==> src/hdl/hslb_pkg.sv <==
// Shared types, constants and fixed-point helpers for the saturation layer blend unit.
// Depends on nothing; every other file of the block imports it.
`default_nettype none

package hslb_pkg;

   // Channel width; the all-ones code stands for 1.0.
   localparam int CHANNEL_BITS = 16;
   localparam logic [CHANNEL_BITS-1:0] FULL = '1;

   // FULL/2 widened to a product's width, the rounding term for fraction products.
   localparam logic [2*CHANNEL_BITS-1:0] HALF_WIDE =
      {{(CHANNEL_BITS+1){1'b0}}, {(CHANNEL_BITS-1){1'b1}}};

   // Stage counts of the units; the divider has an overflow stage and one stage a bit.
   localparam int ALPHA_LAT = 4;
   localparam int DIV_LAT   = CHANNEL_BITS + 1;
   localparam int REMAP_LAT = 3;
   localparam int MIX_LAT   = 3;
   localparam int PIPE_LAT  = ALPHA_LAT + DIV_LAT + REMAP_LAT + DIV_LAT + MIX_LAT;

   typedef logic [CHANNEL_BITS-1:0]   chan_type;
   typedef logic [2*CHANNEL_BITS-1:0] wide_type;

   // Base pixel with its run marker, carried to the output unchanged.
   typedef struct packed {
      chan_type red;
      chan_type green;
      chan_type blue;
      chan_type alpha;
      logic     last;
   } pix_type;

   // Context leaving the alpha unit.
   typedef struct packed {
      pix_type  base;
      chan_type bmax;
      chan_type bmin;
      chan_type lmax;
      chan_type lmin;
   } alpha_ctx_type;

   // Context carried beside the ratio and saturation dividers.
   typedef struct packed {
      pix_type  base;
      chan_type bmax;
      chan_type bmin;
      logic     blend;
   } sat_ctx_type;

   // Context carried beside the remap dividers into the mixer.
   typedef struct packed {
      pix_type  base;
      chan_type bmax;
      chan_type lo;
      chan_type ratio;
      logic     grey;
   } mix_ctx_type;

   // Floor division of a double-width value by FULL: a shift, a fold and two corrections.
   function automatic chan_type div_full(input wide_type y);
      logic [CHANNEL_BITS:0]   q;
      logic [CHANNEL_BITS+1:0] r;
      q = {1'b0, y[2*CHANNEL_BITS-1:CHANNEL_BITS]};
      r = {2'b00, y[CHANNEL_BITS-1:0]} + {2'b00, y[2*CHANNEL_BITS-1:CHANNEL_BITS]};
      if (r >= {2'b00, FULL}) begin
         q = q + 1'b1;
         r = r - {2'b00, FULL};
      end
      if (r >= {2'b00, FULL}) begin
         q = q + 1'b1;
      end
      return q[CHANNEL_BITS-1:0];
   endfunction

   // Rounded fraction from a registered product of two fractions.
   function automatic chan_type frac_round(input wide_type p);
      return div_full(p + HALF_WIDE);
   endfunction

   function automatic chan_type max3(input chan_type a, input chan_type b, input chan_type c);
      chan_type m;
      m = (a > b) ? a : b;
      return (m > c) ? m : c;
   endfunction

   function automatic chan_type min3(input chan_type a, input chan_type b, input chan_type c);
      chan_type m;
      m = (a < b) ? a : b;
      return (m < c) ? m : c;
   endfunction

endpackage

`default_nettype wire

==> src/hdl/hslb_mix.sv <==
// Mixer: builds the recolored channels and blends them with the base by the ratio.
// Three stages, the last one being the result register. Depends on hslb_pkg.
`default_nettype none

module hslb_mix (
   input  logic                       clock,
   input  logic                       reset,
   input  logic                       in_valid,
   input  hslb_pkg::mix_ctx_type      in_ctx,
   input  hslb_pkg::chan_type [2:0]   in_quot,
   output logic                       out_valid,
   output hslb_pkg::pix_type          out_pix
);
   import hslb_pkg::*;

   logic               m1_valid_ff, m2_valid_ff, m3_valid_ff;
   pix_type            m1_pix_ff, m2_pix_ff, m3_pix_ff;
   chan_type [2:0]     base_ch;
   chan_type [2:0]     hsv;
   wide_type [2:0]     m1_pa_ff, m1_pa_in;
   wide_type [2:0]     m1_pb_ff, m1_pb_in;
   wide_type [2:0]     m2_sum_ff, m2_sum_in;
   pix_type            m3_pix_in;
   chan_type           inv_ratio;

   // Stage 1: recolored channel, then both blend products.
   always_comb begin
      base_ch   = {in_ctx.base.blue, in_ctx.base.green, in_ctx.base.red};
      inv_ratio = FULL - in_ctx.ratio;
      for (int i = 0; i < 3; i++) begin
         if (in_ctx.grey) begin
            // A grey base takes hue red: red at the maximum, the others at the new minimum.
            hsv[i] = (i == 0) ? in_ctx.bmax : in_ctx.lo;
         end else begin
            hsv[i] = in_ctx.lo + in_quot[i];
         end
         m1_pa_in[i] = wide_type'(hsv[i]) * wide_type'(in_ctx.ratio);
         m1_pb_in[i] = wide_type'(base_ch[i]) * wide_type'(inv_ratio);
      end
   end

   // Stage 2: sum with the rounding term.
   always_comb begin
      for (int i = 0; i < 3; i++) begin
         m2_sum_in[i] = m1_pa_ff[i] + m1_pb_ff[i] + HALF_WIDE;
      end
   end

   // Stage 3: scale back to a fraction.
   always_comb begin
      m3_pix_in       = m2_pix_ff;
      m3_pix_in.red   = div_full(m2_sum_ff[0]);
      m3_pix_in.green = div_full(m2_sum_ff[1]);
      m3_pix_in.blue  = div_full(m2_sum_ff[2]);
   end

   always_ff @(posedge clock) begin
      if (reset) begin
         m1_valid_ff <= 1'b0;
         m2_valid_ff <= 1'b0;
         m3_valid_ff <= 1'b0;
      end else begin
         m1_valid_ff <= in_valid;
         m2_valid_ff <= m1_valid_ff;
         m3_valid_ff <= m2_valid_ff;
      end
      m1_pix_ff <= in_ctx.base;
      m1_pa_ff  <= m1_pa_in;
      m1_pb_ff  <= m1_pb_in;
      m2_pix_ff <= m1_pix_ff;
      m2_sum_ff <= m2_sum_in;
      m3_pix_ff <= m3_pix_in;
   end

   assign out_valid = m3_valid_ff;
   assign out_pix   = m3_pix_ff;

endmodule

`default_nettype wire

==> config.mk <==
export PLATFORM = sky130hd
export DESIGN_NAME = hslb_mix
export DESIGN_NICKNAME = d
export VERILOG_FILES = /design/src/hdl/hslb_pkg.sv /design/src/hdl/hslb_mix.sv
export SDC_FILE = /design/constraint.sdc
export NUM_CORES = 2
export LEC_CHECK = 0
export BUFFER_PORTS_ARGS = -buffer_cell sky130_fd_sc_hd__buf_2
export CAP_MARGIN = 20
export CELL_PAD_IN_SITES_DETAIL_PLACEMENT = 0
export CELL_PAD_IN_SITES_GLOBAL_PLACEMENT = 2
export CORE_ASPECT_RATIO = 0.7
export CORE_MARGIN = 2
export CORE_UTILIZATION = 25
export DETAILED_ROUTE_END_ITERATION = 8
export PLACE_DENSITY_LB_ADDON = 0.3
export SYNTH_ARGS = -nofsm -noshare
export SYNTH_HDL_FRONTEND = slang
export SYNTH_SLANG_ARGS = --single-unit
==> constraint.sdc <==
create_clock -name clock -period 11.9 [get_ports clock]
set_input_delay 0.595 -clock clock [delete_from_list [all_inputs] [get_ports clock]]
set_output_delay 0.595 -clock clock [all_outputs]
set_load 0.01 [all_outputs]
======== Word-level counts from Yosys, hierarchy flattened ========
Index checks and enable logic that the tools add are counted.
operators by class
  $add $sub $neg .......................... 22
  multipliers ............................. 6
  muxes and demuxes ....................... 12
  magnitude comparators ................... 6
operators with widths
  operator                  number
  $mul A16 B16 Y32          6
  $mux W16                  9
  $add A16 B1 Y16 const B   6
  $add A32 B15 Y32 const B  3
  $add A32 B32 Y32          3
  $ge A18 B16 Y1 const B    3
  $mux W18                  3
  $sub A17 B16 Y18 const B  3
  $add A16 B16 Y17          3
  $ge A17 B16 Y1 const B    3
  $add A16 B16 Y16          3
  $sub A16 B16 Y16 const A  1
word-level totals
  register bits after elaboration ......... 390
  word-level logic and storage cells ...... 67
  output and inout port bits .............. 66

======== Longest topological paths before layout ========
  depth after elaboration ................. 5
  mapped depth ............................ 41
  depth with buffers taken out ............ 40

======== Worst setup path before layout ========
No wires, ideal clock.
  path type ............................... input-to-reg
  from .................................... input port in_ctx[17] (netlist bit)
  to ...................................... register m1_pa_ff[94] (netlist bit)
  library setup time ...................... 72 ps
  path buffers ............................ 1
  data arrival time ....................... 9172 ps
  required time ........................... 11828 ps
  path slack .............................. 2656 ps
  stages .................................. 39
  cell sequence ........................... ha_1 -> inv_1 -> fa_1 -> nor2b_1 -> o21ai_0 -> a21boi_0 -> o21ai_0 -> a21boi_0 -> o21ai_0 -> a21oi_1 -> o21ai_0 -> a21boi_0 -> o21a_1 -> nor3_1 -> o31ai_1 -> clkbuf_1 -> nand2_1 -> fa_1 -> [3 not listed] -> fa_1 -> fa_1 -> inv_1 -> fa_1 -> inv_1 -> ha_1 -> a21o_1 -> a21o_1 -> a21o_1 -> a21o_1 -> o31ai_1 -> a21oi_1 -> o21ai_0 -> o21ai_0 -> o41ai_1 -> o21bai_1 -> a21oi_1 -> xnor2_1
RTL lines
  what                  RTL line        source
  start, declared       hslb_mix.sv:9   input hslb_pkg::mix_ctx_type in_ctx,
  end signal, assigned  hslb_mix.sv:68  m1_pa_ff <= m1_pa_in;
  end, declared         hslb_mix.sv:20  wide_type [2:0] m1_pa_ff, m1_pa_in;

==> flow_summary.json <==
{
  "status": "finished, final reports clean",
  "slew_headroom_pct": 15.8,
  "finalHoldViolCount": 0,
  "regArea_um2": 7810,
  "grt-ovfl-total": 0,
  "rsz0062_at_grt": "false",
  "cp.arrival_ps": 10710,
  "worst_ep_required_time_ps": 12530,
  "clock_skew_ps": 47.6,
  "die_area_um2": 298000,
  "synth_edf_count": 0,
  "cp_max_fo": 6,
  "post_cts_buffers": 0,
  "cts_tree": "done",
  "synth.distinct_cells": 98,
  "port_buffers": 230,
  "syn_area_per_cell_um2": 8.88,
  "io_pins": 231,
  "fill_cells": 31300,
  "cts_made_buffers": 50,
  "hp-class": "in -> reg",
  "htree_levels": 2,
  "max_stage_delay_ps": 690,
  "critPathKind": "in -> reg",
  "setup_violations": 0,
  "routedWlPerCell_um": 19.5,
  "synth_flop_cell": "dfxtp_1",
  "synthArstFlopShare_pct": 0,
  "slew_viol_final": 0,
  "fp.dieH_um": 457,
  "critPathSlowestCell": "o31ai_2",
  "clock_path_buffers": 3,
  "gp_congestion": 0.818,
  "syn_nets": 10500,
  "syn_area_um2": 73300,
  "track_usage_pct": 16.4,
  "core-area_um2": 292000,
  "crit_top_cell": "fa_1",
  "cp-end-kind": "flip-flop",
  "ant_nets": 0,
  "die_w_um": 651,
  "hold_depth": 2,
  "hpwl_mm": 193,
  "yosys_warnings": 0,
  "route.final.wire_length_mm": 240,
  "final_util_pct": 27.7,
  "drc": 0,
  "fin_nets": 10600,
  "ys_seq_area_share_pct": 10.7,
  "start_util_pct": 25.1,
  "clock.fmax_ghz": 0.0992,
  "antenna_found_initial": 45,
  "setup_tns_ps": 0,
  "worst_slew_pin_slew_ps": 1250,
  "period_minus_slack_ps": 10080,
  "ys_seq_elements": 390,
  "cts.sink_count": 390,
  "layout-drive-gt1-share_pct": 5.77,
  "grt_pass1_wl_mm": 372,
  "crit_path_start_kind": "input port",
  "num_rows": 166,
  "clkLatencyLatePin_ps": 710,
  "multiInputGateArea_um2": 58400,
  "via_count": 54800,
  "grt_max_degree": 97,
  "grt_pass1_vias": 58500,
  "timing.final.crit_share_pct": 84.7,
  "area_growth_pct": 10.4,
  "clkTransAtPathRegs_ps": 60,
  "routed_via_density": 4.47,
  "cap_violations": 0,
  "root_buffer": "clkbuf_16",
  "netlist_instances": 8253,
  "firstDrtPassIters": 7,
  "drt_iter0_drc": 3144,
  "reg2reg_depth": 20
}
-- metrics by stage --
step | std cells | hold WS (ps) | worst slack (ps) | area, µm²
finish | 12300 | 104 | 1820 | 81000
global route | 12300 | 52.7 | 947 | 80900
CTS | 12200 | 15.9 | 1960 | 80900
detailed placement | 12100 | 312 | 1210 | 79000
global placement | 12100 | 310 | 1290 | 79000
floorplan | 8253 | 310 | 2660 | 73300
-- state kept, by name, summed over array words and instances, names as in the netlist --
register / flops
m1_pa_ff: 96
out_valid: 1
m1_pb_ff: 96
m2_valid_ff: 1
m1_valid_ff: 1
m1_pix_ff: 17
m2_sum_ff: 96
m2_pix_ff: 17
out_pix: 65
-- cells in the mapped netlist (all sizes together), types with 94 or more instances --
| library cell | number | area (µm²) |
|---|---|---|
| a21o | 96 | 721 |
| a21oi | 237 | 1190 |
| and2 | 332 | 2080 |
| clkbuf | 283 | 1060 |
| dfxtp | 390 | 7810 |
| fa | 1173 | 23500 |
| ha | 912 | 11400 |
| inv | 1606 | 6030 |
| nand2 | 614 | 2300 |
| nand2b | 553 | 3460 |
| nand3 | 94 | 470 |
| nor2 | 251 | 942 |
| nor2b | 387 | 2420 |
| o21ai | 195 | 980 |
| xnor2 | 274 | 2400 |
-- area by class of cell --
| class | instances | area share, % |
|---|---|---|
| Multi-Input combinational cell | 5957 | 72.2 |
| Sequential cell | 390 | 9.64 |
| Inverter | 1606 | 7.45 |
| Tap cell | 3864 | 5.97 |
| Timing Repair Buffer | 337 | 2.58 |
| Clock buffer | 65 | 1.74 |
| Clock inverter | 23 | 0.362 |
| Antenna cell | 24 | 0.0742 |
-- critical path: cells and delay by family --
family / cells / cell delay, ps
XOR/XNOR: 1 / 140
adder cells (fa/ha/maj): 9 / 4000
AO/OA/AOI/OAI: 22 / 5230
AND/OR/NAND/NOR: 3 / 390
buffers and inverters: 5 / 360
-- layer usage --
metal	GRT usage (%)	vias to the layer above	part of all wire, %
met5	0	-	0.054
met4	2.88	20	1.7
met3	2.82	176	5.8
met2	23.5	1080	40
met1	25.4	27600	52
li1	-	26000	-
-- logic make-up (layout without fill, tap and decap cells) --
group	count (synthesis)	after routing	share of synthesized area (%)
other	0	24	0
AOI/OAI and AO/OA	951	951	8.67
xor gates and xnor gates	363	363	4.34
and+or+nand+nor	2537	2537	18.7
DFF	390	390	10.7
muxes	20	20	0.287
buffers and inverters	1906	2031	9.77
adders and majority gates	2086	2086	47.6
-- layout by cell type (no fill, tap or decap), types with 14 or more instances in the layout --
master / count
a211oi_1: 36
nand2b_1: 553
a21oi_1: 237
dfxtp_1: 390
nand4_1: 35
o31ai_1: 16
nand2_1: 614
o211ai_1: 17
a31oi_1: 52
o21bai_1: 36
dlygate4sd3_1: 17
nor3_1: 90
o21ai_0: 164
o21ai_1: 30
a21boi_0: 14
diode_2: 24
nor4_1: 21
and3_1: 46
o31ai_2: 18
nand3_1: 94
o21a_1: 76
or3_1: 27
fa_1: 1173
clkbuf_16: 50
inv_1: 1605
a211o_1: 14
a21o_1: 96
nor2b_1: 387
nor2_1: 251
buf_2: 213
and2_1: 329
xnor2_1: 273
buf_4: 103
xor2_1: 89
ha_1: 912
-- final timing paths --
check                           slack (ps)      endpoint           from
worst min-delay path                   100     out_valid          reset
worst max-delay path                  1820  m1_pa_ff[94]     in_ctx[17]
worst min register to register         320    out_pix[6]   m2_pix_ff[6]
worst max register to register        5120   out_pix[38]  m2_sum_ff[48]
-- what timing repair did --
action	4_1_cts	5_1_grt
resized for setup	0	0
hold buffers	17	0
hold endpoints to repair	17	0
Power is not shown: default switching activity piles up to over one toggle a cycle in this logic, so the estimate is an artifact.
