File: config.mk
export PLATFORM = sky130hd
export DESIGN_NAME = hslb_alpha
export DESIGN_NICKNAME = d
export VERILOG_FILES = /design/src/hdl/hslb_pkg.sv /design/src/hdl/hslb_alpha.sv
export SDC_FILE = /design/constraint.sdc
export NUM_CORES = 2
export LEC_CHECK = 0
export BUFFER_PORTS_ARGS = -buffer_cell sky130_fd_sc_hd__buf_2
export CORE_MARGIN = 8
export CORE_UTILIZATION = 38
export DETAILED_ROUTE_END_ITERATION = 6
export HOLD_SLACK_MARGIN = 0.05
export PLACE_DENSITY = 0.61
export SYNTH_ARGS = -nofsm -noshare
export SYNTH_HDL_FRONTEND = slang
export SYNTH_SLANG_ARGS = --single-unit
File: constraint.sdc
create_clock -name clock -period 14.4 [get_ports clock]
set_clock_uncertainty 0.15 [all_clocks]
set_input_delay 1.44 -clock clock [delete_from_list [all_inputs] [get_ports clock]]
set_output_delay 1.44 -clock clock [all_outputs]
set_load 0.1 [all_outputs]
File: src/hdl/hslb_pkg.sv
// Shared types, constants and fixed-point helpers for the saturation layer blend unit.
// Depends on nothing; every other file of the block imports it.
`default_nettype none

package hslb_pkg;

   // Channel width; the all-ones code stands for 1.0.
   localparam int CHANNEL_BITS = 16;
   localparam logic [CHANNEL_BITS-1:0] FULL = '1;

   // FULL/2 widened to a product's width, the rounding term for fraction products.
   localparam logic [2*CHANNEL_BITS-1:0] HALF_WIDE =
      {{(CHANNEL_BITS+1){1'b0}}, {(CHANNEL_BITS-1){1'b1}}};

   // Stage counts of the units; the divider has an overflow stage and one stage a bit.
   localparam int ALPHA_LAT = 4;
   localparam int DIV_LAT   = CHANNEL_BITS + 1;
   localparam int REMAP_LAT = 3;
   localparam int MIX_LAT   = 3;
   localparam int PIPE_LAT  = ALPHA_LAT + DIV_LAT + REMAP_LAT + DIV_LAT + MIX_LAT;

   typedef logic [CHANNEL_BITS-1:0]   chan_type;
   typedef logic [2*CHANNEL_BITS-1:0] wide_type;

   // Base pixel with its run marker, carried to the output unchanged.
   typedef struct packed {
      chan_type red;
      chan_type green;
      chan_type blue;
      chan_type alpha;
      logic     last;
   } pix_type;

   // Context leaving the alpha unit.
   typedef struct packed {
      pix_type  base;
      chan_type bmax;
      chan_type bmin;
      chan_type lmax;
      chan_type lmin;
   } alpha_ctx_type;

   // Context carried beside the ratio and saturation dividers.
   typedef struct packed {
      pix_type  base;
      chan_type bmax;
      chan_type bmin;
      logic     blend;
   } sat_ctx_type;

   // Context carried beside the remap dividers into the mixer.
   typedef struct packed {
      pix_type  base;
      chan_type bmax;
      chan_type lo;
      chan_type ratio;
      logic     grey;
   } mix_ctx_type;

   // Floor division of a double-width value by FULL: a shift, a fold and two corrections.
   function automatic chan_type div_full(input wide_type y);
      logic [CHANNEL_BITS:0]   q;
      logic [CHANNEL_BITS+1:0] r;
      q = {1'b0, y[2*CHANNEL_BITS-1:CHANNEL_BITS]};
      r = {2'b00, y[CHANNEL_BITS-1:0]} + {2'b00, y[2*CHANNEL_BITS-1:CHANNEL_BITS]};
      if (r >= {2'b00, FULL}) begin
         q = q + 1'b1;
         r = r - {2'b00, FULL};
      end
      if (r >= {2'b00, FULL}) begin
         q = q + 1'b1;
      end
      return q[CHANNEL_BITS-1:0];
   endfunction

   // Rounded fraction from a registered product of two fractions.
   function automatic chan_type frac_round(input wide_type p);
      return div_full(p + HALF_WIDE);
   endfunction

   function automatic chan_type max3(input chan_type a, input chan_type b, input chan_type c);
      chan_type m;
      m = (a > b) ? a : b;
      return (m > c) ? m : c;
   endfunction

   function automatic chan_type min3(input chan_type a, input chan_type b, input chan_type c);
      chan_type m;
      m = (a < b) ? a : b;
      return (m < c) ? m : c;
   endfunction

endpackage

`default_nettype wire

File: src/hdl/hslb_alpha.sv
// Alpha unit: composite alpha, new alpha and the channel extremes, in four stages.
// Depends on hslb_pkg.
`default_nettype none

module hslb_alpha (
   input  logic                    clock,
   input  logic                    reset,
   input  logic                    in_valid,
   input  hslb_pkg::pix_type       in_base,
   input  hslb_pkg::chan_type      in_layer_red,
   input  hslb_pkg::chan_type      in_layer_green,
   input  hslb_pkg::chan_type      in_layer_blue,
   input  hslb_pkg::chan_type      in_layer_alpha,
   input  hslb_pkg::chan_type      in_mask,
   input  hslb_pkg::chan_type      opacity,
   input  logic                    mask_enable,
   output logic                    out_valid,
   output hslb_pkg::chan_type      out_comp,
   output hslb_pkg::chan_type      out_nalpha,
   output hslb_pkg::alpha_ctx_type out_ctx
);
   import hslb_pkg::*;

   logic          s1_valid_ff, s2_valid_ff, s3_valid_ff, s4_valid_ff;
   alpha_ctx_type s1_ctx_ff, s2_ctx_ff, s3_ctx_ff, s4_ctx_ff;
   alpha_ctx_type s1_ctx_in;
   chan_type      s1_mask_ff;
   chan_type      mina;
   wide_type      s1_prod_ff, s1_prod_in;
   chan_type      s2_comp_ff, s2_comp_in;
   wide_type      s2_prod_ff, s2_prod_in;
   chan_type      s3_comp_ff, s3_comp_in;
   wide_type      s3_prod_ff, s3_prod_in;
   chan_type      s4_comp_ff;
   chan_type      s4_nalpha_ff, s4_nalpha_in;

   // Stage 1: smaller alpha times opacity, and the extremes of both colors.
   always_comb begin
      mina           = (in_base.alpha < in_layer_alpha) ? in_base.alpha : in_layer_alpha;
      s1_prod_in     = wide_type'(mina) * wide_type'(opacity);
      s1_ctx_in.base = in_base;
      s1_ctx_in.bmax = max3(in_base.red, in_base.green, in_base.blue);
      s1_ctx_in.bmin = min3(in_base.red, in_base.green, in_base.blue);
      s1_ctx_in.lmax = max3(in_layer_red, in_layer_green, in_layer_blue);
      s1_ctx_in.lmin = min3(in_layer_red, in_layer_green, in_layer_blue);
   end

   // Stage 2: round, then multiply by the mask.
   assign s2_comp_in = frac_round(s1_prod_ff);
   assign s2_prod_in = wide_type'(s2_comp_in) * wide_type'(s1_mask_ff);

   // Stage 3: apply the mask when enabled; start the new-alpha product.
   assign s3_comp_in = mask_enable ? frac_round(s2_prod_ff) : s2_comp_ff;
   assign s3_prod_in = wide_type'(FULL - s2_ctx_ff.base.alpha) * wide_type'(s3_comp_in);

   // Stage 4: new alpha.
   assign s4_nalpha_in = s3_ctx_ff.base.alpha + frac_round(s3_prod_ff);

   always_ff @(posedge clock) begin
      if (reset) begin
         s1_valid_ff <= 1'b0;
         s2_valid_ff <= 1'b0;
         s3_valid_ff <= 1'b0;
         s4_valid_ff <= 1'b0;
      end else begin
         s1_valid_ff <= in_valid;
         s2_valid_ff <= s1_valid_ff;
         s3_valid_ff <= s2_valid_ff;
         s4_valid_ff <= s3_valid_ff;
      end
      s1_ctx_ff    <= s1_ctx_in;
      s1_mask_ff   <= in_mask;
      s1_prod_ff   <= s1_prod_in;
      s2_ctx_ff    <= s1_ctx_ff;
      s2_comp_ff   <= s2_comp_in;
      s2_prod_ff   <= s2_prod_in;
      s3_ctx_ff    <= s2_ctx_ff;
      s3_comp_ff   <= s3_comp_in;
      s3_prod_ff   <= s3_prod_in;
      s4_ctx_ff    <= s3_ctx_ff;
      s4_comp_ff   <= s3_comp_ff;
      s4_nalpha_ff <= s4_nalpha_in;
   end

   assign out_valid  = s4_valid_ff;
   assign out_comp   = s4_comp_ff;
   assign out_nalpha = s4_nalpha_ff;
   assign out_ctx    = s4_ctx_ff;

endmodule

`default_nettype wire

== Yosys cells after proc, flatten, opt, wreduce, memory -nomap -nowiden ==
Index checks and enable logic that the tools add are counted.

* Register bits: 696
* Output and inout bits: 162

* Add/subtract/negate cells: 17
* $mul: 3
* Magnitude comparators: 15
* Muxes and demuxes: 19

{| class="wikitable"
|+ Operator list
! operator !! count
|-
| $mux W16 || 16
|-
| $add A16 B1 Y16 const B || 6
|-
| $add A32 B15 Y32 const B || 3
|-
| $lt A16 B16 Y1 || 5
|-
| $gt A16 B16 Y1 || 4
|-
| $mul A16 B16 Y32 || 2
|-
| $ge A18 B16 Y1 const B || 3
|-
| $mux W18 || 3
|-
| $sub A17 B16 Y18 const B || 3
|-
| $add A16 B16 Y17 || 3
|-
| $ge A17 B16 Y1 const B || 3
|-
| $mul A17 B17 Y32 || 1
|-
| $sub A16 B16 Y17 const A || 1
|-
| $add A16 B16 Y16 || 1
|}

== Logic depth before layout (Yosys ltp) ==
* Depth in word-level cells: 8
* Depth in mapped cells: 58

== Worst setup path after synthesis ==
OpenSTA, ideal clock, no wires.

* Path kind: flip-flop to flip-flop
* Start: reg s2_prod_ff[11]
* End: reg s3_prod_ff[30]
* Arrival: 12.081 ns
* Data required time: 14.178 ns
* Slack: 2.097 ns
* Cell stages (with the launch flop): 53
* Path buffers: 3
* Path through: dfxtp_1 or4_4 or3_1 buf_6 nor2_1 nor2_1 and3_1 xnor2_1 inv_1 ha_1 a21o_1 a21o_1 a2111oi_0 and4_1 o21bai_1 a21oi_1 xor2_1 or2_2 [17 not listed] fa_1 fa_1 inv_1 fa_1 inv_1 ha_1 o21a_1 o21ai_0 nand2b_1 nand2_1 a21oi_1 o21ai_0 a2111oi_0 nor2_1 a21oi_1 a211oi_1 a21oi_1 xor2_1

* Cells in the longest elaborated chain, start to end: 8
* Elaborated cells on any way between the ends: 12

{| class="wikitable"
|+ Ends and longest elaborated chain
! item !! line !! RTL
|-
| from (decl) || hslb_alpha.sv:31 || <nowiki>wide_type s2_prod_ff, s2_prod_in;</nowiki>
|-
| from (signal assigned) || hslb_alpha.sv:76 || <nowiki>s2_prod_ff <= s2_prod_in;</nowiki>
|-
| $add A32 B15 Y32 * || hslb_pkg.sv:78 || <nowiki>return div_full(p + HALF_WIDE);</nowiki>
|-
| $add A16 B16 Y17 || hslb_pkg.sv:65 || <nowiki>r = {2'b00, y[CHANNEL_BITS-1:0]} + {2'b00, y[2*CHANNEL_BITS-1:CHANNEL_BITS]};</nowiki>
|-
| $sub A17 B16 Y18 / $ge A17 B16 Y1 (equally long branches) || hslb_pkg.sv:68, hslb_pkg.sv:66 ||
|-
| $mux W18 / $mux W16 (equally long branches) || hslb_pkg.sv:66 || <nowiki>if (r >= {2'b00, FULL}) begin</nowiki>
|-
| $ge A18 B16 Y1 / $add A16 B1 Y16 (equally long branches) || hslb_pkg.sv:70, hslb_pkg.sv:71 ||
|-
| $mux W16 * || hslb_pkg.sv:70 || <nowiki>if (r >= {2'b00, FULL}) begin</nowiki>
|-
| $mux W16 * || hslb_alpha.sv:53 || <nowiki>assign s3_comp_in = mask_enable ? frac_round(s2_prod_ff) : s2_comp_ff;</nowiki>
|-
| $mul A17 B17 Y32 * || hslb_alpha.sv:54 || <nowiki>assign s3_prod_in = wide_type'(FULL - s2_ctx_ff.base.alpha) * wide_type'(s3_comp_in);</nowiki>
|-
| net s3_prod_in[30] || hslb_alpha.sv:33 || <nowiki>wide_type s3_prod_ff, s3_prod_in;</nowiki>
|-
| to (signal assigned) || hslb_alpha.sv:79 || <nowiki>s3_prod_ff <= s3_prod_in;</nowiki>
|-
| to (decl) || hslb_alpha.sv:33 ||
|}

Mark *: on every way through the listed nets, which the timed path passes. The rest lies on a longest branch.
A chain may end at the register's enable or synchronous reset.

== Worst setup path in the final report ==
* Start: reg s1_prod_ff[0]
* End: reg s2_prod_ff[31]

* Cells in the longest elaborated chain, start to end: 7
* Elaborated cells on any way between the ends: 11

{| class="wikitable"
|+ Ends and longest elaborated chain
! item !! line !! RTL
|-
| from (decl) || hslb_alpha.sv:29 || <nowiki>wide_type s1_prod_ff, s1_prod_in;</nowiki>
|-
| from (signal assigned) || hslb_alpha.sv:73 || <nowiki>s1_prod_ff <= s1_prod_in;</nowiki>
|-
| $add A32 B15 Y32 * || hslb_pkg.sv:78 ||
|-
| $add A16 B16 Y17 || hslb_pkg.sv:65 ||
|-
| $sub A17 B16 Y18 / $ge A17 B16 Y1 (equally long branches) || hslb_pkg.sv:68, hslb_pkg.sv:66 ||
|-
| $mux W18 / $mux W16 (equally long branches) || hslb_pkg.sv:66 ||
|-
| $ge A18 B16 Y1 / $add A16 B1 Y16 (equally long branches) || hslb_pkg.sv:70, hslb_pkg.sv:71 ||
|-
| $mux W16 * || hslb_pkg.sv:70 ||
|-
| $mul A16 B16 Y32 * || hslb_alpha.sv:50 || <nowiki>assign s2_prod_in = wide_type'(s2_comp_in) * wide_type'(s1_mask_ff);</nowiki>
|-
| net s2_prod_in[31] || hslb_alpha.sv:31 ||
|}

Marked as above.

==> out/metrics.cfg <==
[clock_tree]
postCtsSetupBuffers = 0
clock_latency_ns = 0.68
cts_tree = yes
cts_resized = 0
root_buffer = clkbuf_16
clkTransAtPathRegs_ns = 0.06
htreeDepth = 3
cts.sinks = 696
postCtsHoldBufs = 0
clock_path_buffers = 3
cts_buffers = 74

[critical_path]
slowest_delay_ns = 0.67
reg2reg_depth = 51
cpMostUsedCell = fa_1
slowest_stage = or4b_2
cp-start-kind = flip-flop
rr_startpoint = s1_prod_ff[0]
crit_type = flip-flop to flip-flop
setup.worst_path.start = s1_prod_ff[0]
rrSetupSlack_ns = 0.95
path_max_fanout = 17
path_delay_family = compound AO/OA/AOI/OAI gates
cp-end-kind = flip-flop
required_ns = 14.82
crit_arrival_ns = 13.88
cp_num_buf_inv = 6
r2r-end = s2_prod_ff[31]

[yosys]
synth_seq_area_share_pct = 24.7
synth.distinct_cells = 102
synthesis.area_um2 = 56400
syn_nets = 7391
synthArstFlopShare_pct = 0
synth_edf_count = 0
ys.flop_type = dfxtp_1
syn_inst = 6133
ys_seq_elements = 696
yosysWarnings = 0
syn_avg_cell_area_um2 = 9.19

[layout]
drive_gt1_share_pct = 13.1
nets = 7576
area_growth_pct = 11.0

[detailed_routing]
drtPass1Iterations = 7
wl_um = 151000
wl_per_cell_um = 18.1
vias_per_cell = 5.10
route.detailed.drc = 1
antenna_left = 0
drtIter0Drc = 2766
route.vias.total = 42400

[sta]
maxSlewViolCount = 0
period_share_pct = 93.4
worst_slew_pin_slew_ns = 1.27
setup-tns-final_ns = 0
rsz0062_at_grt = false
finalSetupViolCount = 0
final-hold-violation-count = 0
fmaxAchievable_mhz = 74.3
layout_min_cycle_time_ns = 13.45
relSlewSlack_pct = 14.9

[floorplan]
coreArea_um2 = 147000
die_area_um2 = 161000
std_cell_rows = 141
io_pins = 327
die_h_um = 401
die_x_um = 401
start_util_pct = 38.2

[grt]
grt_max_degree = 127
antenna_found_initial = 21
grt_pass1_wl_um = 242000
grt_pass1_vias = 44000
overflow = 0
track_usage_pct = 18.4

[hold_path]
hold_class = flip-flop to flip-flop
holdPathStages = 0
worstHoldStart = s2_ctx_ff[98]
hold_end = s3_ctx_ff[98]

[placement]
gp_congestion = 0.909
port_buffers = 326
place.detailed.hpwl_um = 118000

[run_status]
status = complete, but fails checks
violations = design-rule violations

[job]
maxCapViolations = 0

## Yosys cell counts (all sizes together) (38+ instances only)
cell type  instances  area (um^2)
nor2b             72          450
nand3             90          463
fa               585        11700
and2             143          895
xnor2            187         1650
mux2             248         2790
nand2b           146          913
nor3              82          415
a21oi            156          781
clkbuf           235          882
inv              887         3330
nor2             298         1150
dfxtp            696        13900
mux2i            122         1220
and3              38          243
nand4             67          419
o21a              40          300
xor2              81          709
ha               508         6360
a21o              58          435
o21ai            131          659
nand2            820         3080
## state kept, by name, indices dropped and copies added, names as in the netlist
signal,flops
out_ctx,129
s1_ctx_ff,129
s2_ctx_ff,129
s3_ctx_ff,129
s1_prod_ff,32
s2_prod_ff,32
s3_prod_ff,32
out_comp,16
out_nalpha,16
s1_mask_ff,16
s2_comp_ff,16
s3_comp_ff,16
out_valid,1
s1_valid_ff,1
s2_valid_ff,1
s3_valid_ff,1
## final cells by class
class                           instances  area, um^2
Fill cell                           14400       84900
Multi-Input combinational cell       4281       38100
Sequential cell                       696       13900
Inverter                              887        3330
Tap cell                             1930        2410
Clock buffer                           93        2060
Timing Repair Buffer                  378        2030
Clock inverter                         41         592
Antenna cell                           12        30.0
## metrics by stage
stage	std cells	hold WS (ns)	util [%]	area, um^2	setup slack (ns)
after floorplan	6133	0.160	-	56400	2.10
after global placement	8172	0.160	40.5	59800	0.831
after detailed placement	8172	0.162	40.5	59800	0.584
after CTS	8306	0.144	42.3	62400	0.534
after global routing	8309	0.157	42.4	62500	0.0860
final	8318	0.156	42.4	62500	0.948
## cells by family after synthesis
group                      share of synthesized area (%)
muxes                                               7.12
adders and majority gates                           32.1
and+or+nand+nor                                     16.2
DFF                                                 24.7
xor gates and xnor gates                            4.19
buffers and inverters                               7.80
AOI/OAI and AO/OA                                   7.90
## routing by layer
metal	vias up	wire length, um	track usage (%)
li1	20200	-	-
met1	20800	65700	24.1
met2	1218	72600	31.7
met3	226	9110	2.72
met4	8	3430	5.04
met5	-	52	0
## worst register-to-register path, delay by kind of cell, from the launching register on
kind	cells	cell delay, ns
DFF	1	0.36
xor gates and xnor gates	4	0.77
and+or+nand+nor	11	2.57
buffers and inverters	6	0.75
adders and majority gates	10	3.96
AOI/OAI and AO/OA	20	4.81
## worst max-delay path by stage
| stage | to | cells after the start |
|---|---|---|
| floorplan | s3_prod_ff[30] | 52 |
| global placement | s3_prod_ff[30] | 48 |
| detailed placement | s3_prod_ff[30] | 48 |
| CTS | s3_prod_ff[30] | 48 |
| global route | s3_prod_ff[30] | 48 |
| finish | s2_prod_ff[31] | 51 |
## cell usage in the layout, fill, tap and decap left out, types with 24 or more instances in the layout
cell       instances
and3_1            37
buf_4             51
nand2_1          819
ha_1             508
nor4_1            24
a21oi_1          156
xnor2_1          185
mux2_2           248
buf_2            326
a21o_1            58
o21bai_1          26
nand4_1           67
mux2i_1          121
clkbuf_16         74
or3_1             24
nor3_1            80
xor2_1            80
o21ai_0          128
nand2b_1         146
and2_1           141
o21a_1            40
nor2b_1           72
nand3_1           89
dfxtp_1          696
fa_1             585
nor2_1           288
inv_1            887
Power is not shown: default switching activity piles up to over one toggle a cycle in this logic, so the estimate is an artifact.
