`config.mk`:
```
export PLATFORM = sky130hd
export DESIGN_NAME = hslb_div
export DESIGN_NICKNAME = d
export VERILOG_FILES = /design/src/hdl/hslb_pkg.sv /design/src/hdl/hslb_div.sv
export SDC_FILE = /design/constraint.sdc
export NUM_CORES = 1
export LEC_CHECK = 0
export BUFFER_PORTS_ARGS = -buffer_cell sky130_fd_sc_hd__clkbuf_2
export CORE_UTILIZATION = 55
export CTS_CLUSTER_DIAMETER = 150
export DETAILED_ROUTE_END_ITERATION = 12
export GPL_TIMING_DRIVEN = 1
export PLACE_DENSITY = 0.82
export SLEW_MARGIN = 0
export SYNTH_ARGS = -nofsm -noshare
export SYNTH_HDL_FRONTEND = slang
export SYNTH_SLANG_ARGS = --single-unit
```
`constraint.sdc`:
```
create_clock -name clock -period 6.35 [get_ports clock]
set_clock_uncertainty 0.1 [all_clocks]
set_input_delay 0.9525 -clock clock [delete_from_list [all_inputs] [get_ports clock]]
set_output_delay 0.9525 -clock clock [all_outputs]
set_load 0.01 [all_outputs]
```
`src/hdl/hslb_pkg.sv`:
```
// Shared types, constants and fixed-point helpers for the saturation layer blend unit.
// Depends on nothing; every other file of the block imports it.
`default_nettype none

package hslb_pkg;

   // Channel width; the all-ones code stands for 1.0.
   localparam int CHANNEL_BITS = 16;
   localparam logic [CHANNEL_BITS-1:0] FULL = '1;

   // FULL/2 widened to a product's width, the rounding term for fraction products.
   localparam logic [2*CHANNEL_BITS-1:0] HALF_WIDE =
      {{(CHANNEL_BITS+1){1'b0}}, {(CHANNEL_BITS-1){1'b1}}};

   // Stage counts of the units; the divider has an overflow stage and one stage a bit.
   localparam int ALPHA_LAT = 4;
   localparam int DIV_LAT   = CHANNEL_BITS + 1;
   localparam int REMAP_LAT = 3;
   localparam int MIX_LAT   = 3;
   localparam int PIPE_LAT  = ALPHA_LAT + DIV_LAT + REMAP_LAT + DIV_LAT + MIX_LAT;

   typedef logic [CHANNEL_BITS-1:0]   chan_type;
   typedef logic [2*CHANNEL_BITS-1:0] wide_type;

   // Base pixel with its run marker, carried to the output unchanged.
   typedef struct packed {
      chan_type red;
      chan_type green;
      chan_type blue;
      chan_type alpha;
      logic     last;
   } pix_type;

   // Context leaving the alpha unit.
   typedef struct packed {
      pix_type  base;
      chan_type bmax;
      chan_type bmin;
      chan_type lmax;
      chan_type lmin;
   } alpha_ctx_type;

   // Context carried beside the ratio and saturation dividers.
   typedef struct packed {
      pix_type  base;
      chan_type bmax;
      chan_type bmin;
      logic     blend;
   } sat_ctx_type;

   // Context carried beside the remap dividers into the mixer.
   typedef struct packed {
      pix_type  base;
      chan_type bmax;
      chan_type lo;
      chan_type ratio;
      logic     grey;
   } mix_ctx_type;

   // Floor division of a double-width value by FULL: a shift, a fold and two corrections.
   function automatic chan_type div_full(input wide_type y);
      logic [CHANNEL_BITS:0]   q;
      logic [CHANNEL_BITS+1:0] r;
      q = {1'b0, y[2*CHANNEL_BITS-1:CHANNEL_BITS]};
      r = {2'b00, y[CHANNEL_BITS-1:0]} + {2'b00, y[2*CHANNEL_BITS-1:CHANNEL_BITS]};
      if (r >= {2'b00, FULL}) begin
         q = q + 1'b1;
         r = r - {2'b00, FULL};
      end
      if (r >= {2'b00, FULL}) begin
         q = q + 1'b1;
      end
      return q[CHANNEL_BITS-1:0];
   endfunction

   // Rounded fraction from a registered product of two fractions.
   function automatic chan_type frac_round(input wide_type p);
      return div_full(p + HALF_WIDE);
   endfunction

   function automatic chan_type max3(input chan_type a, input chan_type b, input chan_type c);
      chan_type m;
      m = (a > b) ? a : b;
      return (m > c) ? m : c;
   endfunction

   function automatic chan_type min3(input chan_type a, input chan_type b, input chan_type c);
      chan_type m;
      m = (a < b) ? a : b;
      return (m < c) ? m : c;
   endfunction

endpackage

`default_nettype wire

```
`src/hdl/hslb_div.sv`:
```
// Pipelined restoring divider: double-width numerator over a channel-wide divisor.
// Quotients of 1.0 or more saturate to FULL. Depends on hslb_pkg.
`default_nettype none

module hslb_div (
   input  logic               clock,
   input  logic               reset,
   input  logic               in_valid,
   input  hslb_pkg::wide_type in_num,
   input  hslb_pkg::chan_type in_den,
   output logic               out_valid,
   output hslb_pkg::chan_type out_quot
);
   import hslb_pkg::*;

   localparam int LAST = DIV_LAT - 1;

   logic [DIV_LAT-1:0] valid_ff;
   logic [DIV_LAT-1:0] valid_in;
   logic [DIV_LAT-1:0] ovf_ff;
   logic [DIV_LAT-1:0] ovf_in;
   wide_type           rem_ff  [DIV_LAT];
   wide_type           rem_in  [DIV_LAT];
   chan_type           den_ff  [DIV_LAT];
   chan_type           den_in  [DIV_LAT];
   chan_type           quot_ff [DIV_LAT];
   chan_type           quot_in [DIV_LAT];

   // Stage 0 checks for overflow; each later stage settles one quotient bit, MSB first.
   always_comb begin
      wide_type d_sh;
      valid_in[0] = in_valid;
      rem_in[0]   = in_num;
      den_in[0]   = in_den;
      quot_in[0]  = '0;
      ovf_in[0]   = (in_num >= {in_den, {CHANNEL_BITS{1'b0}}});
      d_sh        = '0;
      for (int k = 1; k < DIV_LAT; k++) begin
         valid_in[k] = valid_ff[k-1];
         den_in[k]   = den_ff[k-1];
         ovf_in[k]   = ovf_ff[k-1];
         d_sh        = {{CHANNEL_BITS{1'b0}}, den_ff[k-1]} << (LAST - k);
         if (rem_ff[k-1] >= d_sh) begin
            rem_in[k]  = rem_ff[k-1] - d_sh;
            quot_in[k] = {quot_ff[k-1][CHANNEL_BITS-2:0], 1'b1};
         end else begin
            rem_in[k]  = rem_ff[k-1];
            quot_in[k] = {quot_ff[k-1][CHANNEL_BITS-2:0], 1'b0};
         end
      end
   end

   // Stage registers; only the valid bits are reset.
   always_ff @(posedge clock) begin
      if (reset) begin
         valid_ff <= '0;
      end else begin
         valid_ff <= valid_in;
      end
      ovf_ff  <= ovf_in;
      rem_ff  <= rem_in;
      den_ff  <= den_in;
      quot_ff <= quot_in;
   end

   assign out_valid = valid_ff[LAST];
   assign out_quot  = ovf_ff[LAST] ? FULL : quot_ff[LAST];

endmodule

`default_nettype wire

```
[After elaboration in Yosys (flattened, before gate mapping)]
Cells that the tools add are included.
Storage, ports and cells
  bits in registers: 938
  input port bits: 51
Cells by class
  order comparisons: 17
  mux-type cells: 32
  add/sub/neg operators: 15
Operator list (number)
  $mux 32: 15
  $ge 32x16->1: 1
  $ge 32x17->1: 1
  $ge 32x18->1: 1
  $ge 32x19->1: 1
  $ge 32x20->1: 1
  $ge 32x21->1: 1
  $ge 32x22->1: 1
  $ge 32x23->1: 1
  $ge 32x24->1: 1
  $ge 32x25->1: 1
  $ge 32x26->1: 1
  $ge 32x27->1: 1
  $ge 32x28->1: 1
  $ge 32x29->1: 1
  $ge 32x30->1: 1
  $ge 32x31->1: 1
  $ge 32x32->1: 1
  $sub 32x17->32: 1
  $sub 32x18->32: 1
  $sub 32x19->32: 1
  $sub 32x20->32: 1
  $sub 32x21->32: 1
  $sub 32x22->32: 1
  11 further kinds: 26

[Longest topological paths before layout]
Gate-level depths: netlist of the first run.
  depth in word-level cells: 2
  depth in mapped cells: 13
  gate-level depth less buffers: 12

[Worst setup path before layout of the first run]
Ideal clock, no wire load.
  kind: flip-flop to flip-flop
  from: reg rem_ff[98] (netlist name)
  to: reg rem_ff[72] (netlist name)
  arrival: 2.528 ns
  slack: 3.590 ns
  cell stages (with the launch flop): 12
  buffers on the path: 2
  setup time: 0.132 ns
  cell sequence: dfxtp_1 > inv_1 > ha_1 > fa_1 > nor2b_1 > o31ai_1 > a211oi_1 > nor4_1 > o21ai_1 > clkbuf_1 > clkbuf_1 > a21oi_1
RTL lines
  start: declaration: RTL line hslb_div.sv:22  | wide_type rem_ff [DIV_LAT];
  start signal: assignment: RTL line hslb_div.sv:61  | rem_ff <= rem_in;

==> results of run 1 <==
## cells in the mapped netlist (70+ instances only)
master / count
dfxtp_1: 938
nor2_1: 248
xor2_1: 156
xnor2_1: 149
nand2_1: 259
nor3_1: 73
nor4_1: 70
nor2b_1: 70
o21ai_0: 211
a21oi_1: 281
inv_1: 345
ha_1: 272
## sequential cells by signal, indices dropped and copies added (netlist names)
register  flops
rem_ff      512
den_ff      256
quot_ff     136
ovf_ff       17
valid_ff     17
## metrics by stage
step	cell area, um^2	hold WS, ns	instances	setup WS [ns]	util [%]
after detailed placement	38900	0.212	4733	2.76	57.7
after CTS	42100	0.201	4900	2.62	62.5
after global placement	38900	0.210	4733	2.86	57.7
after floorplan	37600	0.210	3845	3.59	-
final	42100	0.213	4901	2.66	62.5
after global routing	42100	0.211	4900	2.35	62.5
## how the worst max path moves through the flow
stage,from,to,slack (ns),cells after the start
finish,den_ff[180],rem_ff[351],2.66,11
global route,den_ff[181],rem_ff[351],2.35,10
CTS,den_ff[181],rem_ff[351],2.62,10
detailed placement,den_ff[180],rem_ff[351],2.76,11
global placement,den_ff[180],rem_ff[351],2.86,11
floorplan,rem_ff[98],rem_ff[72],3.59,11
## cell families (layout without fill, tap and decap cells)
family / Yosys count / count (layout)
adder cells (fa/ha/maj): 287 / 287
AO/OA/AOI/OAI: 820 / 820
buffers and inverters: 412 / 594
AND/OR/NAND/NOR: 1016 / 1016
multiplexers: 67 / 67
flip-flops: 938 / 938
other: 0 / 1
XOR/XNOR: 305 / 305
## power groups by stage
stage          Sequential [W]  Clock [W]  Combinational [W]
4_1_cts               0.00840    0.00578            0.00776
2_1_floorplan         0.00817          0            0.00620
6_report              0.00842    0.00569            0.00783
3_3_place_gp          0.00845          0            0.00744
5_1_grt               0.00856    0.00603            0.00870
3_5_place_dp          0.00849          0            0.00761
## cell type report
type | instances | area, um^2
Fill cell | 5102 | 25300
Inverter | 345 | 1290
Clock inverter | 42 | 633
Multi-Input combinational cell | 2495 | 17300
Clock buffer | 125 | 2590
Sequential cell | 938 | 18800
Antenna cell | 1 | 2.50
Timing Repair Buffer | 82 | 448
Tap cell | 873 | 1090
## routing by layer
metal  part of all wire (%)  vias up
met5                      0        -
met2                     55      568
met3                    3.3      226
met4                    4.4        0
li1                       -    13516
met1                     38    12757
==> flow_summary.json, run 1 <==
{
  "max_clock_freq_mhz": 271,
  "whs_path_depth": 0,
  "met2_usage_pct": 45.8,
  "r2r-start": "den_ff[180]",
  "cap_violations": 0,
  "cts_tree": "yes",
  "end_kind": "register",
  "ff2ff_setup_slack_ns": 2.66,
  "rsz0062_at_grt": "false",
  "fin_tns_setup_ns": 0,
  "worstMarginPinSlew_ns": 0.909,
  "syn-cell-area_um2": 37600,
  "ys_warn_count": 0,
  "area_growth_pct": 12.0,
  "nets": 4291,
  "powerDensity_nw_per_um2": 521,
  "insertion_delay_ns": 0.65,
  "crit_path_top_delay_cell": "or3_1",
  "vias": 27067,
  "ys.flop_type": "dfxtp_1",
  "met1_usage_pct": 22.2,
  "intPower_w": 0.0143,
  "antenna_left": 0,
  "synth-compound-area-share_pct": 13.3,
  "setup_viol": 0,
  "hp-start": "quot_ff[39]",
  "via_per_inst": 5.52,
  "power_frac_comb_pct": 35.7,
  "cts.clk_slew.worst_paths_ns": 0.06,
  "synthAdderAreaFrac_pct": 9.85,
  "worstRegToRegCells": 11,
  "p_total_w": 0.0219,
  "use_met3_pct": 3.62,
  "synth-seq-cells": 938,
  "drt_wl_total_mm": 80.1,
  "power_frac_clock_pct": 26.0,
  "final_common_cell": "dfxtp_1",
  "crit_type": "register to register",
  "track_usage_pct": 22.8,
  "yosysTopAreaCell": "dfxtp_1",
  "synth_top_family_by_area": "simple AND/OR/NAND/NOR gates",
  "synthMuxAreaShare_pct": 2.00,
  "drtPass1Iterations": 5,
  "top_usage_layer": "met2",
  "cts_buffer_depth": 3,
  "htreeDepth": 3,
  "grt_pass1_wl_mm": 131,
  "cts_setup_buffers": 0,
  "holdPathEnd": "quot_ff[24]",
  "drc_errors": 0,
  "syn_nets": 4183,
  "cp-start-kind": "register",
  "die_h_um": 263,
  "syn_inst": 3845,
  "irDropWorstVdd_v": 0.000300,
  "numPortBuffers": 67,
  "final_cell_mix": "dfxtp_1, inv_1, a21oi_1",
  "cts_buffers": 91,
  "start_util_pct": 55.8,
  "drv_slew": 0,
  "finalCriticalPeriod_ns": 3.69,
  "async_flop_share_pct": 0,
  "dieArea_um2": 69400,
  "cts_sinks": 938,
  "status": "finished clean",
  "io_pins": 68,
  "placeableCoreArea_um2": 67400,
  "synth_top_area_share_pct": 49.9,
  "synthTopCellsByArea": "dfxtp_1, ha_1, a21oi_1",
  "final_hold_viol_count": 0,
  "dp_hpwl_mm": 56.6,
  "ys_seq_area_share_pct": 49.9,
  "p_seq_share_pct": 38.4,
  "synthSimpleGateAreaFrac_pct": 13.6,
  "wl_per_cell_um": 16.3,
  "relSlewSlack_pct": 37.8,
  "fin_crit_sh_pct": 58.1,
  "path_cells": "inv_1, ha_1, nand2_1, nor3_1, nand4_1, a2111oi_0, or3_1, buf_4, o2111ai_1, nor3b_1, xor2_1",
  "r2r-end": "rem_ff[351]",
  "clock-root-buffer": "clkbuf_16",
  "synth.avg_cell_area_um2": 9.78,
  "drt-initial-drc-count": 1658,
  "p_sw_share_pct": 34.7,
  "ctsHoldBuffers": 0,
  "critPathMaxStageDelay_ns": 0.56,
  "gp_congestion": 0.913,
  "rows": 95,
  "drive_gt1_share_pct": 8.57,
  "critical_path_arrival_ns": 4.14,
  "min_path_type": "register to register",
  "cts_resized": 0,
  "synth_edf_count": 0,
  "crit_required_ns": 6.80,
  "grt_max_degree": 36,
  "p_leak_nw": 18.6,
  "synth_xor_area_share_pct": 7.10,
  "die_w_um": 263,
  "grt_pass1_vias": 27666,
  "grt_overflow": 0,
  "crit_family": "simple AND/OR/NAND/NOR gates",
  "antenna_found_initial": 1,
  "critPathMaxFanout": 17,
  "switching_power_w": 0.00762,
  "critPathBufInv": 2,
  "synth_cell_type_count": 78
}
No activity file was read; power rests on OpenSTA's default activity.
==> run 2, diff against run 1 <==
Clock period 6.35 ns to 3.8 ns, I/O delays scaled along.
==> flow_summary.json, run 2 (synthesized netlist as in run 1, its figures left out) <==
{
  "htreeDepth": 3,
  "r2r-start": "rem_ff[197]",
  "holdPathEnd": "valid_ff[0]",
  "powerDensity_nw_per_um2": 857,
  "worstMarginPinSlew_ns": 1.04,
  "min_path_type": "primary input to register",
  "cts_tree": "yes",
  "irDropWorstVdd_v": 0.000471,
  "die_w_um": 263,
  "p_leak_nw": 18.8,
  "start_util_pct": 55.8,
  "hp-start": "in_valid",
  "grt_pass1_vias": 28162,
  "insertion_delay_ns": 0.66,
  "worstRegToRegCells": 12,
  "top_regs": "rem_ff x512, den_ff x256, quot_ff x136",
  "largest-register": "rem_ff",
  "grt_max_degree": 33,
  "critical_path_arrival_ns": 4.17,
  "numPortBuffers": 67,
  "critPathMaxFanout": 6,
  "cp-start-kind": "register",
  "nets": 4362,
  "rsz0062_at_grt": "false",
  "final_cell_mix": "dfxtp_1, inv_1, a21oi_1",
  "fin_tns_setup_ns": 0,
  "via_per_inst": 5.56,
  "clock-root-buffer": "clkbuf_16",
  "cts_buffers": 92,
  "final_common_cell": "dfxtp_1",
  "rows": 95,
  "dpl_cell_area_um2": 39100,
  "max_clock_freq_mhz": 270,
  "status": "finished clean",
  "largest_reg_flops": 512,
  "antenna_left": 0,
  "stdcell_area_um2": 42700,
  "whs_path_depth": 2,
  "grt_overflow": 0,
  "setup_viol": 0,
  "cts_sinks": 938,
  "crit_type": "register to register",
  "cap_violations": 0,
  "cts.clk_slew.worst_paths_ns": 0.07,
  "gp_congestion": 0.919,
  "placeableCoreArea_um2": 67400,
  "end_kind": "register",
  "grt_pass1_wl_mm": 137,
  "antenna_found_initial": 2,
  "relSlewSlack_pct": 30.3,
  "crit_required_ns": 4.27,
  "drt-initial-drc-count": 1668,
  "whs_ns": 0.0587,
  "io_pins": 68,
  "vias": 27645,
  "dieArea_um2": 69400,
  "drv_slew": 0,
  "track_usage_pct": 24.1,
  "drtPass1Iterations": 6,
  "fin_crit_sh_pct": 97.5,
  "wl_per_cell_um": 17.0,
  "final_hold_viol_count": 0,
  "drive_gt1_share_pct": 8.88,
  "drc_errors": 0,
  "fill_cells": 5023,
  "drt_wl_total_mm": 84.5,
  "cts_setup_buffers": 0,
  "finalCriticalPeriod_ns": 3.70,
  "ff2ff_setup_slack_ns": 0.1,
  "dp_hpwl_mm": 58.2,
  "cts_buffer_depth": 3,
  "die_h_um": 263,
  "area_growth_pct": 13.4,
  "p_total_w": 0.0366,
  "r2r-end": "rem_ff[187]"
}
[run 2: cell types whose count changed in the layout (fill, tap and decap cells not counted), sizes merged]
cell         previous run  this run
bufinv                 12         7
buf                    15        37
clkbuf                192       194
clkinvlp                2         8
clkinv                 23        20
dlygate4sd3             0        48
[run 2: layout make-up]
cell class / count / area, um^2 / share of cell area [%]
sequential: 938 / 18800 / 44.0
multi-input combinational: 2495 / 17300 / 40.5
clock buffer: 127 / 2610 / 6.11
inverter: 345 / 1290 / 3.04
timing repair buffer: 152 / 1120 / 2.62
tap: 873 / 1090 / 2.56
clock inverter: 40 / 483 / 1.13
antenna: 1 / 2.50 / 0.00587
[run 2: where the power goes]
part	leakage, nW	internal, W	switching [W]
clock network	1.50	0.00531	0.00386
registers	7.87	0.0124	0.00168
logic	9.46	0.00600	0.00731
total	18.8	0.0237	0.0129
[run 2: layer usage]
layer	vias to the layer above	GRT usage (%)	wire, um
met1	12952	23.4	31400
li1	13664	-	-
met3	312	3.75	3120
met4	0	14.4	4890
met5	-	0	0
met2	717	47.2	45100
[run 2: what timing repair did]
item	in CTS	in global routing
hold buffers	48	0
endpoints found under the setup margin	0	2
hold endpoints to repair	48	0
gates resized for setup	0	1
[run 2: through the flow]
step           setup slack, ns  utilization (%)  instances
2_1_floorplan             1.04                -       3845
3_3_place_gp             0.450             58.0       4755
3_5_place_dp             0.423             58.0       4755
4_1_cts                  0.225             63.3       4970
5_1_grt                 0.0417             63.3       4971
6_report                0.0951             63.3       4971
[run 2: critical path: stages (launching register included)]
cell      delay, ns
dfxtp_1        0.32
inv_1          0.07
ha_1           0.16
inv_1          0.11
fa_1           0.46
a211oi_1       0.51
o211ai_1       0.18
a31oi_1        0.36
o21ai_0        0.23
a21oi_1        0.33
o211ai_1       0.25
nor4_1         0.36
xor2_1         0.19
[run 2: worst max path at each step]
stage | slack, ns | cells after the start | endpoint | start
2_1_floorplan | 1.04 | 11 | rem_ff[72] | rem_ff[98]
3_3_place_gp | 0.45 | 11 | rem_ff[84] | rem_ff[98]
5_1_grt | 0.04 | 10 | rem_ff[446] | den_ff[226]
4_1_cts | 0.23 | 12 | rem_ff[187] | rem_ff[197]
3_5_place_dp | 0.42 | 12 | rem_ff[187] | rem_ff[197]
6_report | 0.1 | 12 | rem_ff[187] | rem_ff[197]
